## src/rtl/core/tiidw_fifo.sv

```systemverilog
// tiidw_fifo: small request queue between front and back
// no dependencies
module tiidw_fifo #(
  parameter int WIDTH = 8,
  parameter int DEPTH = 2
) (
  input  logic             clk_i,
  input  logic             rst_ni,
  input  logic             push_i,
  input  logic [WIDTH-1:0] din_i,
  output logic             full_o,
  input  logic             pop_i,
  output logic [WIDTH-1:0] dout_o,
  output logic             empty_o
);
  localparam int PW = (DEPTH > 1) ? $clog2(DEPTH) : 1;
  localparam int CW = $clog2(DEPTH + 1);

  logic [WIDTH-1:0] slot_q [DEPTH];
  logic [PW-1:0]    wp_q, rp_q;
  logic [CW-1:0]    cnt_q;

  // pointers and fill count
  always_ff @(posedge clk_i or negedge rst_ni) begin
    if (!rst_ni) begin
      wp_q  <= '0;
      rp_q  <= '0;
      cnt_q <= '0;
    end else begin
      if (push_i) begin
        wp_q <= (wp_q == PW'(DEPTH - 1)) ? '0 : wp_q + 1'b1;
      end
      if (pop_i) begin
        rp_q <= (rp_q == PW'(DEPTH - 1)) ? '0 : rp_q + 1'b1;
      end
      if (push_i && !pop_i) begin
        cnt_q <= cnt_q + 1'b1;
      end else if (pop_i && !push_i) begin
        cnt_q <= cnt_q - 1'b1;
      end
    end
  end

  // storage
  always_ff @(posedge clk_i) begin
    if (push_i) begin
      slot_q[wp_q] <= din_i;
    end
  end

  assign dout_o  = slot_q[rp_q];
  assign full_o  = (cnt_q == CW'(DEPTH));
  assign empty_o = (cnt_q == '0);
endmodule

```

## config.mk

```make
export PLATFORM = sky130hd
export DESIGN_NAME = tiidw_fifo
export DESIGN_NICKNAME = d
export VERILOG_FILES = /design/src/rtl/core/tiidw_fifo.sv
export SDC_FILE = /design/constraint.sdc
export NUM_CORES = 1
export LEC_CHECK = 0
export ABC_AREA = 1
export BUFFER_PORTS_ARGS = -buffer_cell sky130_fd_sc_hd__clkbuf_2
export CELL_PAD_IN_SITES_DETAIL_PLACEMENT = 1
export CELL_PAD_IN_SITES_GLOBAL_PLACEMENT = 1
export CORE_MARGIN = 5
export CORE_UTILIZATION = 28
export DETAILED_ROUTE_END_ITERATION = 10
export PLACE_DENSITY = 0.58
export SYNTH_ARGS = -nofsm -noshare
export SYNTH_HDL_FRONTEND = slang
export SYNTH_SLANG_ARGS = --single-unit
export TNS_END_PERCENT = 100
```

## constraint.sdc

```tcl
create_clock -name clk_i -period 3.2 [get_ports clk_i]
set_clock_uncertainty 0.1 [all_clocks]
set_input_delay 0.16 -clock clk_i [delete_from_list [all_inputs] [get_ports clk_i]]
set_output_delay 0.16 -clock clk_i [all_outputs]
set_load 0.02 [all_outputs]
```

==> Yosys cells after proc, flatten, opt, wreduce, memory -nomap -nowiden <==
Memory sizes are Yosys's and may differ from the RTL's.
Cells that the tools add are included.
{ "classes": {"n_addsub": 4, "eq_ne": 1, "n_mux": 6, "n_reduce_logical": 6} }
{ "op_table": {"columns": ["cell", "n"], "rows": [
  ["$mux 1", 4],
  ["$mux 2", 2],
  ["$add 1x1->1 const B", 2],
  ["$add 2x1->2 const B", 1],
  ["$eq 2x2->1 const B", 1],
  ["$logic_and 1x1->1", 2],
  ["$logic_not 1->1", 2],
  ["$logic_not 2->1", 1],
  ["$reduce_bool 2->1", 1],
  ["$sub 2x1->2 const B", 1]
]} }
{ "totals": {"reg_bits": 4, "ramBits": 16, "in_bits": 12, "output_inout_bits": 10, "wordCells": 21, "n_memories": 1} }
{ "memory_table": {"columns": ["name", "words", "word_bits", "read_ports", "rd_ports_with_merged_regs", "wr", "line", "source"], "rows": [
  ["slot_q", 2, 8, 1, 0, 1, "19", "logic [WIDTH-1:0] slot_q [DEPTH];"]
]} }

==> Logic depth before layout (Yosys ltp) <==
{ "depth": {"word_depth": 4, "mapped_depth": 7, "depth_no_buf": 7} }

==> Worst setup path after synthesis <==
No wires, ideal clock.
{ "synth_path": {"path_type": "reg-to-reg", "from": "register wp_q", "to": "memory slot_q[0][0], enable pin", "setup_ns": 0.370, "t_arrival_ns": 0.774, "required_ns": 2.730, "path_slack_ns": 1.956, "stages_incl_launch_ff": 2, "n_path_buf": 0, "synth_period_minus_slack_ns": 1.244, "path_cell_list": "dfrtp_1 -> nor2_1"} }
{ "synth_rtl": {"columns": ["item", "line", "source"], "rows": [
  ["start: declaration", "20", "logic [PW-1:0] wp_q, rp_q;"],
  ["start signal: assignment", "31", "wp_q <= (wp_q == PW'(DEPTH - 1)) ? '0 : wp_q + 1'b1;"],
  ["end: declaration", "19", null]
]} }
No word-level cell before the write port.

==> Worst setup path after layout <==
{ "layout_path": {"from": "register rp_q", "to": "output port dout_o[5]"} }
{ "layout_via": {"elab_chain_cells": 1} }
{ "layout_rtl": {"columns": ["item", "line", "source"], "rows": [
  ["start: declaration", "20", null],
  ["start signal: assignment", "34", "rp_q <= (rp_q == PW'(DEPTH - 1)) ? '0 : rp_q + 1'b1;"],
  ["$mem_v2 2x8", null, null],
  ["end: declaration", "13", "output logic [WIDTH-1:0] dout_o,"]
]} }
Every way passes these cells.

==> results.md <==
* R2R Path Start: wp_q
* CP Launch Point: rp_q
* Setup TNS at 0 ns
* Clk_lat worst skew at 0.29 ns
* Gr ovfl total at 0
* IR Drop Worst-Case VDD at 0.000386 V
* Worst-path clk slew at 0.10 ns
* Relative slew slack at 54.1%
* Fin crit share at 54.5%
* Slack of the critical path at 1.46 ns
* Die Y at 64.1 microns
* Worst-case clock buffer depth at 2
* Pin count of the biggest net entering global routing at 12
* Reg area at 581 sq um
* Post-route ant nets at 0
* Minimum clock period at 1.74 ns
* Final nets at 99
* Pwr dens at 761 nW/um^2
* DRT Wirelength at 1390 microns
* Initial antenna violation count at 0
* MaxCap Viol Count at 0
* Die area at 4100 sq um
* Io pins at 22
* Vias in the first global route at 546
* Postcts setup bufs at 0
* Post-CTS Hold Fix Bufs at 11
* Fmax at 574 MHz
* Antenna diodes at 0
* Placer congestion estimate at 0.660
* Vias/cell at 4.28
* Sequential-to-total area share from yosys stat at 70.9%
* CTS Buf Count at 3
* Synth cell types at 12
* Initial Util at 29.4%
* Worst-Margin Slew at 0.686 ns
* Yosys synthesis warning count at 0
* Hold slack at 0.105 ns
* Ratio of cells with drive above 1 in the final layout at 37.6%
* Startpoint Class: flop
* Yosys reg bits at 20
* Worst path required time at 2.94 ns
* Syn Inst Count at 50
* Placeable Area at 2780 sq um
* CTS root buffer: clkbuf_4
* Mapped Nets at 63
* DR DRC count at 0
* CP Capture Type: primary output
* Hold Vio Cnt, Final at 0
* Starting DRC count in detailed routing at 4
* DRT Pass-1 Iters at 2
* Cell area after synthesis at 818 sq um
* Pre-CTS WS at 1.74 ns
* Tot GR Track Use at 7.41%
* Avg WL per Cell at 12.0 microns
* TritonCTS clock tree: built
* Number of fill cells at 296
* Number of port buffers at 21
* DR vias at 496
* Setup repair after global routing missed its margin: false
* Row cnt at 19
* Global-route wire length before repair at 2370 microns
* Critical Setup Path Class: flop to primary output
* Yosys top cell area share at 58.7%
* Post-CTS Resized at 0
* Status: complete, no violations
* Area of the multi-input gates at 200 sq um
* H-tree depth at 1
* Avg Inst Size Synth at 16.4 sq um
* Area Overhead vs Synth at 32.9%
* Crit path arrival time at 1.48 ns
* Area contributors post-synth: edfxtp_1, mux2_4, dfrtp_1
* Final setup violation count at 0
* Clk sinks at 20
* Type of the worst min-delay path: input pin to async pin
* Leak at 0.490 nW
* Die Wd at 64.1 microns
* Final Max Tran Viols at 0
* Cell taking the most area after synthesis: edfxtp_1
* CP Max Fanout at 9
[area by class of cell]
class,count,share of cell area [%]
inverters,7,2.42
repair buffers,32,19.8
multi-input cells,22,18.4
well taps,31,3.57
flip-flops and latches,20,53.4
clock inverters,1,0.345
clock buffers,3,2.07
[through the flow]
| stage | utilization (%) | std cells | area [sq um] | total power, W |
|---|---|---|---|---|
| CTS | 39.1 | 116 | 1090 | 0.000845 |
| floorplan | - | 50 | 818 | 0.000635 |
| global placement | 34.2 | 101 | 951 | 0.000708 |
| global route | 39.1 | 116 | 1090 | 0.000885 |
| finish | 39.1 | 116 | 1090 | 0.000828 |
| detailed placement | 34.2 | 101 | 951 | 0.000715 |
[power breakdown]
| part | switching (W) | internal [W] |
|---|---|---|
| Combinational | 0.000153 | 0.000145 |
| Sequential | 0.0000593 | 0.000353 |
| Clock | 0.0000720 | 0.0000453 |
[cell usage in the layout, fill, tap and decap left out]
cell type	netlist	layout
xor2_1	2	2
nor2_1	3	3
xnor2_1	1	1
nand4_1	1	1
inv_1	7	7
dlygate4sd3_1	0	11
clkinv_1	0	1
clkbuf_4	0	3
nand3_1	1	1
clkbuf_2	0	21
edfxtp_1	16	16
mux2_4	8	8
ha_1	1	1
nand2_1	5	5
dfrtp_1	4	4
[worst paths after layout]
| kind | end | slack, ns | cells past startpoint |
|---|---|---|---|
| setup / recovery | dout_o[5] | 1.46 | 2 |
| hold / removal | cnt_q[1] | 0.11 | 2 |
| setup reg to reg | slot_q[0][1] | 1.78 | 1 |
| hold reg to reg | wp_q | 0.40 | 1 |
| max in group asynchronous | cnt_q[0] | 2.76 | 2 |
| min in group clk_i | wp_q | 0.40 | 1 |
[critical path, stage by stage, from the launching register on]
cell	delay, ns
dfrtp_1	0.69
mux2_4	0.35
clkbuf_2	0.16
[metal layers]
metal / part of all wire [%] / up-vias / global-route usage [%]
met5: 0 / - / 0
met4: 0.65 / 0 / 1.56
met3: 9.1 / 2 / 4.03
met2: 45 / 19 / 11.9
met1: 45 / 229 / 8.69
li1: - / 246 / -
[synth_stat cells]
library cell and n:
edfxtp_1 16, mux2_4 8, inv_1 7, nand2_1 5, dfrtp_1 4, nor2_1 3, xor2_1 2, buf_6 1
ha_1 1, nand3_1 1, nand4_1 1, xnor2_1 1
[logic make-up after synthesis]
| kind of cell | count (synthesis) | synth area share (%) |
|---|---|---|
| flops | 20 | 70.9 |
| fa+ha+maj | 1 | 1.53 |
| simple gates | 10 | 5.05 |
| mux | 8 | 14.7 |
| xor+xnor | 3 | 3.21 |
| buf+inv | 8 | 4.59 |
[sequential cells by signal (all words and copies together) (netlist names)]
register	flops
slot_q	16
cnt_q	2
rp_q	1
wp_q	1
Note: power is estimated with default switching activity, not from simulation.
