<file path="src/rtl/core/tiidw_pkg.sv">
// tiidw_pkg: shared types, widths and helpers for the triangular table idw interpolator
// no dependencies; imported by the front, back, top level and checker
package tiidw_pkg;

  // field widths (fixed by the item formats, sized for the largest grid and table)
  localparam int REFL_W = 17;
  localparam int IDX_W  = 11;
  localparam int VAL_W  = 28;
  localparam int FRAC_W = 16;
  localparam int GRID_W = 6;
  localparam int LOC_W  = 22;
  localparam int DIST_W = 17;
  localparam int D2_W   = 34;
  localparam int WGT_W  = 35;
  localparam int WLO_W  = 18;
  localparam int ACC_W  = 64;
  localparam int WSUM_W = 37;
  localparam int STEP_W = 7;
  localparam int NB_N   = 4;

  localparam logic [REFL_W-1:0] ONE_Q16    = 17'h10000;
  localparam logic [WGT_W-1:0]  WGT_NUM    = 35'h4_0000_0000;
  localparam logic [STEP_W-1:0] STEP_RESET = 7'd64;

  typedef enum logic [1:0] {
    ST_INTERP = 2'd0,
    ST_HIT    = 2'd1,
    ST_REJECT = 2'd2
  } status_e;

  typedef enum logic [1:0] {
    K_LOAD,
    K_QUERY,
    K_REJECT,
    K_HIT
  } kind_e;

  typedef enum logic [3:0] {
    B_IDLE,
    B_HIT,
    B_NB,
    B_SQ,
    B_D2,
    B_DIV,
    B_M1,
    B_M2,
    B_FIN,
    B_FDIV,
    B_OUT
  } bstate_e;

  typedef logic [GRID_W-1:0] grid_t;

  // one classified request between front and back
  typedef struct packed {
    kind_e                        kind;
    logic [IDX_W-1:0]             addr;
    logic [VAL_W-1:0]             absv;
    logic [VAL_W-1:0]             scav;
    logic [LOC_W-1:0]             ac_loc;
    logic [LOC_W-1:0]             dc_loc;
    grid_t                        a_dn;
    grid_t                        a_up;
    grid_t                        d_lf;
    grid_t                        d_rt;
    logic [NB_N-1:0]              nb_ok;
    logic [NB_N-1:0][IDX_W-1:0]   nb_idx;
  } entry_t;

  // flat index of grid point (a, d) in the lower-triangular layout
  function automatic logic [IDX_W-1:0] flat_idx(grid_t a, grid_t d);
    logic [2*GRID_W-1:0] prod;
    prod = (2*GRID_W)'(d) * (2*GRID_W)'(d - 1'b1);
    return IDX_W'(a) + IDX_W'(prod[2*GRID_W-1:1]);
  endfunction

endpackage

</file>
<file path="src/rtl/core/tiidw_front.sv">
// tiidw_front: accepts input items, holds grid_steps, locates queries on the grid
// depends on tiidw_pkg
module tiidw_front
  import tiidw_pkg::*;
#(
  parameter int MAX_STEPS   = 64,
  parameter int TABLE_DEPTH = 2048
) (
  input  logic              clk_i,
  input  logic              rst_ni,
  input  logic              cfg_wr_en_i,
  input  logic [STEP_W-1:0] cfg_wr_data_i,
  input  logic              s_tvalid_i,
  input  logic              s_tuser_i,
  input  logic [103:0]      s_tdata_i,
  output logic              s_tready_o,
  input  logic              full_i,
  output logic              push_o,
  output entry_t            entry_o
);
  localparam logic [STEP_W-1:0] MAXS    = STEP_W'(MAX_STEPS);
  localparam logic [IDX_W:0]    DEPTH_L = (IDX_W + 1)'(TABLE_DEPTH);

  logic [STEP_W-1:0] steps_q, steps, s1;
  grid_t             s1_g, ac_i, dc_i, a_up, d_rt;
  logic [REFL_W-1:0] dc, ac;
  logic [LOC_W-1:0]  ac_loc, dc_loc;
  logic              reject, load_ok, on_grid;
  grid_t             na [NB_N];
  grid_t             nd [NB_N];
  logic [NB_N-1:0]             nb_ok;
  logic [NB_N-1:0][IDX_W-1:0]  nb_idx;

  // step register
  always_ff @(posedge clk_i or negedge rst_ni) begin
    if (!rst_ni) begin
      steps_q <= STEP_RESET;
    end else if (cfg_wr_en_i) begin
      steps_q <= cfg_wr_data_i;
    end
  end

  // grid location and neighbour classification
  always_comb begin
    steps = (steps_q < STEP_W'(2)) ? STEP_W'(2) : ((steps_q > MAXS) ? MAXS : steps_q);
    s1    = steps - 1'b1;
    s1_g  = s1[GRID_W-1:0];
    dc    = s_tdata_i[83:67];
    ac    = s_tdata_i[100:84];
    reject = (dc > ONE_Q16) || (ac > ONE_Q16) || (dc <= ac);
    ac_loc = LOC_W'(ac) * LOC_W'(s1_g);
    dc_loc = LOC_W'(dc) * LOC_W'(s1_g);
    ac_i   = ac_loc[LOC_W-1:FRAC_W];
    dc_i   = dc_loc[LOC_W-1:FRAC_W];
    a_up   = (ac_i == s1_g) ? s1_g : ac_i + 1'b1;
    d_rt   = (dc_i == s1_g) ? s1_g : dc_i + 1'b1;
    na[0] = a_up; nd[0] = dc_i;
    na[1] = ac_i; nd[1] = dc_i;
    na[2] = a_up; nd[2] = d_rt;
    na[3] = ac_i; nd[3] = d_rt;
    for (int k = 0; k < NB_N; k++) begin
      nb_idx[k] = flat_idx(na[k], nd[k]);
      nb_ok[k]  = (nd[k] != '0) && (na[k] < nd[k]) && ({1'b0, nb_idx[k]} < DEPTH_L);
    end
    on_grid = (ac_loc[FRAC_W-1:0] == '0) && (dc_loc[FRAC_W-1:0] == '0) && nb_ok[1];
    load_ok = ({1'b0, s_tdata_i[10:0]} < DEPTH_L);
  end

  // request packing
  always_comb begin
    entry_o.addr   = s_tdata_i[10:0];
    entry_o.absv   = s_tdata_i[38:11];
    entry_o.scav   = s_tdata_i[66:39];
    entry_o.ac_loc = ac_loc;
    entry_o.dc_loc = dc_loc;
    entry_o.a_dn   = ac_i;
    entry_o.a_up   = a_up;
    entry_o.d_lf   = dc_i;
    entry_o.d_rt   = d_rt;
    entry_o.nb_ok  = nb_ok;
    entry_o.nb_idx = nb_idx;
    if (!s_tuser_i) begin
      entry_o.kind = K_LOAD;
    end else if (reject) begin
      entry_o.kind = K_REJECT;
    end else if (on_grid) begin
      entry_o.kind = K_HIT;
      entry_o.addr = nb_idx[1];
    end else begin
      entry_o.kind = K_QUERY;
    end
  end

  assign s_tready_o = !full_i;
  assign push_o     = s_tvalid_i && !full_i && (s_tuser_i || load_ok);
endmodule

</file>
<file path="config.mk">
export PLATFORM = sky130hd
export DESIGN_NAME = tiidw_front
export DESIGN_NICKNAME = d
export VERILOG_FILES = /design/src/rtl/core/tiidw_pkg.sv /design/src/rtl/core/tiidw_front.sv
export SDC_FILE = /design/constraint.sdc
export NUM_CORES = 1
export LEC_CHECK = 0
export ABC_AREA = 1
export BUFFER_PORTS_ARGS = -buffer_cell sky130_fd_sc_hd__buf_2
export CAP_MARGIN = 10
export CORE_MARGIN = 3
export CORE_UTILIZATION = 62
export CTS_CLUSTER_SIZE = 28
export DETAILED_ROUTE_END_ITERATION = 16
export PLACE_DENSITY = 0.95
export SYNTH_ARGS = -nofsm -noshare
export SYNTH_HDL_FRONTEND = slang
export SYNTH_SLANG_ARGS = --single-unit
export TNS_END_PERCENT = 20
</file>
<file path="constraint.sdc">
create_clock -name clk_i -period 28.3 [get_ports clk_i]
set_clock_uncertainty 0.05 [all_clocks]
set_input_delay 5.66 -clock clk_i [delete_from_list [all_inputs] [get_ports clk_i]]
set_output_delay 5.66 -clock clk_i [all_outputs]
set_load 0.02 [all_outputs]
</file>
# ---- Yosys cells after proc, flatten, opt, wreduce, memory -nomap -nowiden
# Cells that the tools add are included.
# W data, S select, Z words.
dict set report totals {
  wordCells 49
  output_inout_bits 187
  inputBits 117
  ff_bits 7
}
dict set report classes {
  n_eq_ne 2
  reduce_logical 14
  n_mul 4
  order_cmp 9
  muxes 10
  add_sub_neg 9
}
# cell n
set ops {}
lappend ops {{$add A6 B11 Y11} 4}
lappend ops {{$mul A17 B6 Y22} 2}
lappend ops {{$gt A17 B17 Y1 const B} 2}
lappend ops {{$mux W11} 3}
lappend ops {{$logic_not A16 Y1} 2}
lappend ops {{$lt A6 B6 Y1} 4}
lappend ops {{$mul A7 B7 Y12} 2}
lappend ops {{$mux W6} 4}
lappend ops {{$le A17 B17 Y1} 1}
lappend ops {{$sub A6 B1 Y7 const B} 2}
lappend ops {{$add A6 B1 Y6 const B} 2}
lappend ops {{$eq A6 B6 Y1} 2}
lappend ops {{$reduce_bool A6 Y1} 2}
lappend ops {{$gt A7 B7 Y1 const B} 1}
lappend ops {{$logic_and A1 B1 Y1} 7}
lappend ops {{$lt A7 B2 Y1 const B} 1}
lappend ops {{$mux W2} 3}
lappend ops {{$sub A6 B1 Y6 const B} 1}
lappend ops {{$logic_or A1 B1 Y1} 2}
lappend ops {{$logic_not A1 Y1} 1}

# ---- Logic depth before layout (Yosys ltp)
# Gate-level depths: netlist of run 1.
dict set report logic_depth {
  ltp_word 11
  ltp_mapped 64
  ltp_nobuf 62
}

# ---- Least setup slack after synthesis of run 1
# OpenSTA, ideal clock, no wires.
dict set report synth_path {
  path_kind {input -> output}
  from {input port s_tdata_i[68]}
  to {output port entry_o[31] (netlist name)}
  stages 43
  n_path_buf 1
  slack_ns 7.748
  required_time_ns 22.590
  arrival_time_ns 14.842
  cell_sequence {inv_1 -> nor2_1 -> fa_1 -> inv_1 -> fa_1 -> fa_1 -> inv_1 -> ha_1 -> nand2_1 -> nor2_1 -> nand2_1 -> nand3_1 -> nand2_1 -> nand2_1 -> xor2_1 -> clkbuf_1 -> inv_1 -> ha_1 -> (+7 left out) -> fa_1 -> fa_1 -> inv_1 -> fa_1 -> inv_1 -> fa_1 -> inv_1 -> ha_1 -> nand3b_1 -> and2_1 -> or2_2 -> nand2_1 -> a21oi_1 -> xor2_1 -> nor2_1 -> nand3_1 -> o211ai_2 -> xor2_1}
}
# item line
set synth_rtl {}
lappend synth_rtl {{start: declaration} tiidw_front.sv:15} ;# input logic [103:0] s_tdata_i,
lappend synth_rtl {{end: declaration} tiidw_front.sv:19} ;# output entry_t entry_o

==> results of run 1 <==
-- synth_stat cells (3+ instances only) --
master	count	area share
and2_1	3	0.0014
nor3_1	8	0.0030
nor4_1	6	0.0028
o21bai_1	3	0.0017
o21a_1	5	0.0028
mux2_2	4	0.0034
clkbuf_1	17	0.0048
buf_1	5	0.0014
buf_4	70	0.039
or2_2	7	0.0033
o21ai_2	5	0.0033
buf_2	5	0.0019
nand3b_1	6	0.0034
o21ai_1	9	0.0034
a21o_1	7	0.0039
ha_1	188	0.18
o21ai_0	37	0.014
inv_1	368	0.10
nand3_2	6	0.0045
inv_2	17	0.0048
nor3_2	4	0.0030
xnor2_1	28	0.018
nand2_4	16	0.013
nand4_1	20	0.0094
dfrtp_1	6	0.011
and3_1	4	0.0019
nand2_2	26	0.012
nand2_1	445	0.12
fa_1	164	0.25
nand3_1	76	0.028
a21oi_1	69	0.026
a211oi_1	5	0.0028
nor2_1	192	0.054
xor2_1	58	0.038
-- stage by stage --
step / worst slack, ps / util
final: 6730 / 0.671
after global routing: 6160 / 0.671
after CTS: 6780 / 0.671
after detailed placement: 6780 / 0.667
after global placement: 7150 / 0.667
after floorplan: 7750 / -
-- routing by layer --
layer  global-route usage  share of wire
met1                0.382           0.37
met2                0.563           0.48
met3               0.0470          0.093
met4                0.161          0.056
met5                    0              0
-- worst max-delay path, delay by kind of cell --
kind	cells	cell delay, ps
adder cells (fa/ha/maj)	11	5090
AO/OA/AOI/OAI	2	270
XOR/XNOR	3	610
buffers and inverters	9	850
AND/OR/NAND/NOR	20	3360
-- final cells by class --
class,instances,area (um^2),area share
Multi-Input combinational cell,1427,11100,0.783
Inverter,388,1470,0.104
Timing Repair Buffer,195,993,0.0702
Tap cell,275,344,0.0243
Sequential cell,7,176,0.0125
Clock buffer,4,78.8,0.00557
Antenna cell,2,5.00,0.000354
-- cells by family after synthesis --
kind of cell,share of synthesized area
compound gates,0.0651
xor+xnor,0.0645
fa+ha+maj,0.421
buf+inv,0.158
flops,0.0132
mux,0.00337
simple gates,0.275
-- worst max-delay path by stage --
stage                  end  slack (ps)  cells after the start     startpoint
6_report       entry_o[31]        6730                     45  s_tdata_i[82]
3_5_place_dp   entry_o[31]        6780                     45  s_tdata_i[82]
3_3_place_gp   entry_o[31]        7150                     45  s_tdata_i[82]
4_1_cts        entry_o[31]        6780                     45  s_tdata_i[82]
2_1_floorplan  entry_o[31]        7750                     43  s_tdata_i[68]
5_1_grt        entry_o[43]        6160                     49  s_tdata_i[82]
==> qor.yml, run 1 <==
initial_core_util: 0.634
max-clock-path-buffers: 2
endpoint_kind: "output port"
reg2reg_depth: 2
cts_tree: "done"
fin_nets: 2491
grt_pass1_wl_um: 63300
cts_resized: 0
rsz0062_at_grt: "no"
final-max-slew-violation-count: 0
drt_iter0_drc: 1183
grt_pass1_vias: 13600
holdCritPathClass: "flop to flop"
clk_latency_ps: 230
r2r_slack_ps: 27370
reg_top3: "steps_q x7"
timing.fmax_mhz: 46.4
max_flop_register: "steps_q"
areaGrowthSynthToFinish_pct: 5.81
status: "complete, no violations"
worst_hold_slack_ps: 484
critical_path_class: "primary input to output port"
synthFlopType: "dfrtp_1"
gp_congestion: 0.960
rows: 53
grt.overflow.total: 0
first_pass_iters: 9
fin_tns_setup_ps: 0
synth_fp_nets: 2389
dieWidth_um: 153
layout_commonest_cell: "nand2_1"
die_area_mm2: 0.0234
cp_data_arrival_time_ps: 15860
grt_antenna_before_repair: 2
port_buffers: 188
synth_edf_count: 0
critPathMostFrequentCell: "fa_1"
startpoint_type: "primary input"
setup_viol: 0
finalWirelength_um: 38000
relSlewSlack: 0.338
async_reset_ff_frac: 1.00
cts_inserted_buffers: 3
core_mm2: 0.0211
clk_pin_slew_ps: 40
synth_cell_type_count: 59
vias: 13100
worstHoldPathCells: 2
place_hpwl_um: 32100
period_minus_slack_ps: 21570
place_area_mm2: 0.0141
cpMaxStageDelayCell: "fa_1"
synthCells: 1920
root_buffer: "clkbuf_16"
place_inst: 2292
grt_max_degree: 35
min_to: "steps_q[0]"
yosys_register_bits: 7
post_cts_buffers: 0
worst_pin_slew_ps: 992
fillers: 1723
critPathMaxFanout: 11
fin_crit_sh: 0.762
die_y_um: 153
finalNonFillerCells: 2298
worstReg2RegStart: "steps_q[6]"
ys_seq_area_frac: 0.0132
drive_gt1_frac: 0.149
clkSinkCount: 7
syn_area_mm2: 0.0134
timing.rr.end: "steps_q[6]"
cp.required_ps: 22590
drc_errors: 0
max_stage_delay_ps: 600
avgSynthCellArea_um2: 6.97
antenna_left: 0
grt.total_usage: 0.320
hp-start: "steps_q[0]"
route.detailed.wl_per_inst_um: 16.5
hold_viol: 0
hold_buffers: 0
maxCapViolCount: 0
cts_htree_levels: 1
layout_common_cells: "nand2_1, inv_1, nor2_1"
largest_reg_flops: 7
yosys_warnings: 0
design_area_mm2: 0.0142
vias_per_cell: 5.70
num_io_pins: 304
Power of run 1 is not shown: default switching activity piles up to over one toggle a cycle in this logic, so the estimate is an artifact.
==> run 2: changes to the inputs <==
Settings changed: CORE_UTILIZATION 62 to 58, PLACE_DENSITY 0.95 to 0.93.
Clock period 28.3 ns to 22.2 ns, I/O delays scaled along.
==> run 2 against run 1 <==
  * First-iteration DRC count down 12%
  * Count of clock-buffer cells in the layout unchanged
  * Sequential cell count unchanged
  * Die area up 6.6%
  * Register-to-register slack worse by 6100 ps
  * Final cell count about the same
  * Worst setup slack worse by 3500 ps
  * Sequential share of layout area about the same
  * Critical path type unchanged
  * Highest routed layer unchanged
==> qor.yml, run 2 (synthesis gave the netlist of run 1 again) <==
status: "complete, no violations"
fillers: 1924
place_hpwl_um: 31900
vias_per_cell: 5.66
num_io_pins: 304
max_stage_delay_ps: 580
max-clock-path-buffers: 2
clkSinkCount: 7
cpLargestDelayFamily: "adder cells"
cp.required_ps: 17710
port_buffers: 188
timing.fmax_mhz: 52.6
cp_data_arrival_time_ps: 14510
hp-start: "steps_q[1]"
clk_latency_ps: 230
startpoint_type: "primary input"
die_area_mm2: 0.0249
core_mm2: 0.0222
cts_tree: "done"
max_flop_register: "steps_q"
worstReg2RegStart: "steps_q[6]"
crit_start: "s_tdata_i[82]"
critical_path_class: "primary input to output port"
areaGrowthSynthToFinish_pct: 5.71
dieWidth_um: 158
largest_reg_flops: 7
grt_antenna_before_repair: 0
endpoint_kind: "output port"
vias: 13000
die_y_um: 158
drive_gt1_frac: 0.148
drt_iter0_drc: 1041
critPathMostFrequentCell: "fa_1"
maxCapViolCount: 0
critPathMaxFanout: 11
drc_errors: 0
worst_pin_slew_ps: 1180
finalWirelength_um: 37800
cts_resized: 0
gp_congestion: 0.963
holdCritPathClass: "flop to flop"
rows: 54
post_cts_buffers: 0
fin_crit_sh: 0.856
antenna_left: 0
setup_viol: 0
grt.overflow.total: 0
route.detailed.wl_per_inst_um: 16.4
multi_input_area_mm2: 0.0111
rsz0062_at_grt: "no"
final-max-slew-violation-count: 0
clk_pin_slew_ps: 30
grt_max_degree: 35
layout_common_cells: "nand2_1, inv_1, nor2_1"
first_pass_iters: 5
hold_viol: 0
cts_htree_levels: 1
diodes: 0
layout_commonest_cell: "nand2_1"
crit_buf_inv: 9
relSlewSlack: 0.213
root_buffer: "clkbuf_16"
grt_pass1_wl_um: 62300
grt_pass1_vias: 13300
ff_latch_area_um2: 176
hold_buffers: 0
period_minus_slack_ps: 19000
grt.total_usage: 0.305
initial_core_util: 0.602
fin_nets: 2489
reg_top3: "steps_q x7"
cpMaxStageDelayCell: "ha_1"
cts_inserted_buffers: 3
fin_tns_setup_ps: 0
-- run 2: layer usage --
metal / up-vias / wire (um) / track usage
met2: 725 / 18200 / 0.541
li1: 6031 / - / -
met3: 150 / 3780 / 0.0514
met1: 6096 / 14400 / 0.373
met4: 0 / 1370 / 0.110
met5: - / 0 / 0
-- run 2: final timing paths --
kind,to,slack (ps),cells after the start
min reg2reg,steps_q[1],500,1
max reg2reg,steps_q[6],21290,2
min in group asynchronous,steps_q[2],3980,1
min,steps_q[1],500,1
max in group asynchronous,steps_q[6],17900,1
max,entry_o[31],3200,45
-- run 2: metrics by stage --
| stage | instance area [um^2] | worst slack [ps] | cells | hold WS, ps | util |
|---|---|---|---|---|---|
| 2_1_floorplan | 13400 | 4090 | 1920 | 441 | - |
| 3_3_place_gp | 14100 | 3540 | 2295 | 458 | 0.633 |
| 3_5_place_dp | 14100 | 3260 | 2295 | 487 | 0.633 |
| 4_1_cts | 14100 | 3230 | 2299 | 493 | 0.636 |
| 5_1_grt | 14100 | 2560 | 2299 | 529 | 0.636 |
| 6_report | 14100 | 3200 | 2299 | 496 | 0.636 |
-- run 2: layout make-up --
type	count	share of cell area
multi-input combinational	1427	0.784
timing repair buffer	193	0.0692
inverter	388	0.104
clock buffer	4	0.00557
tap	280	0.0248
sequential	7	0.0125
Power of run 2 is left out for the same reason.
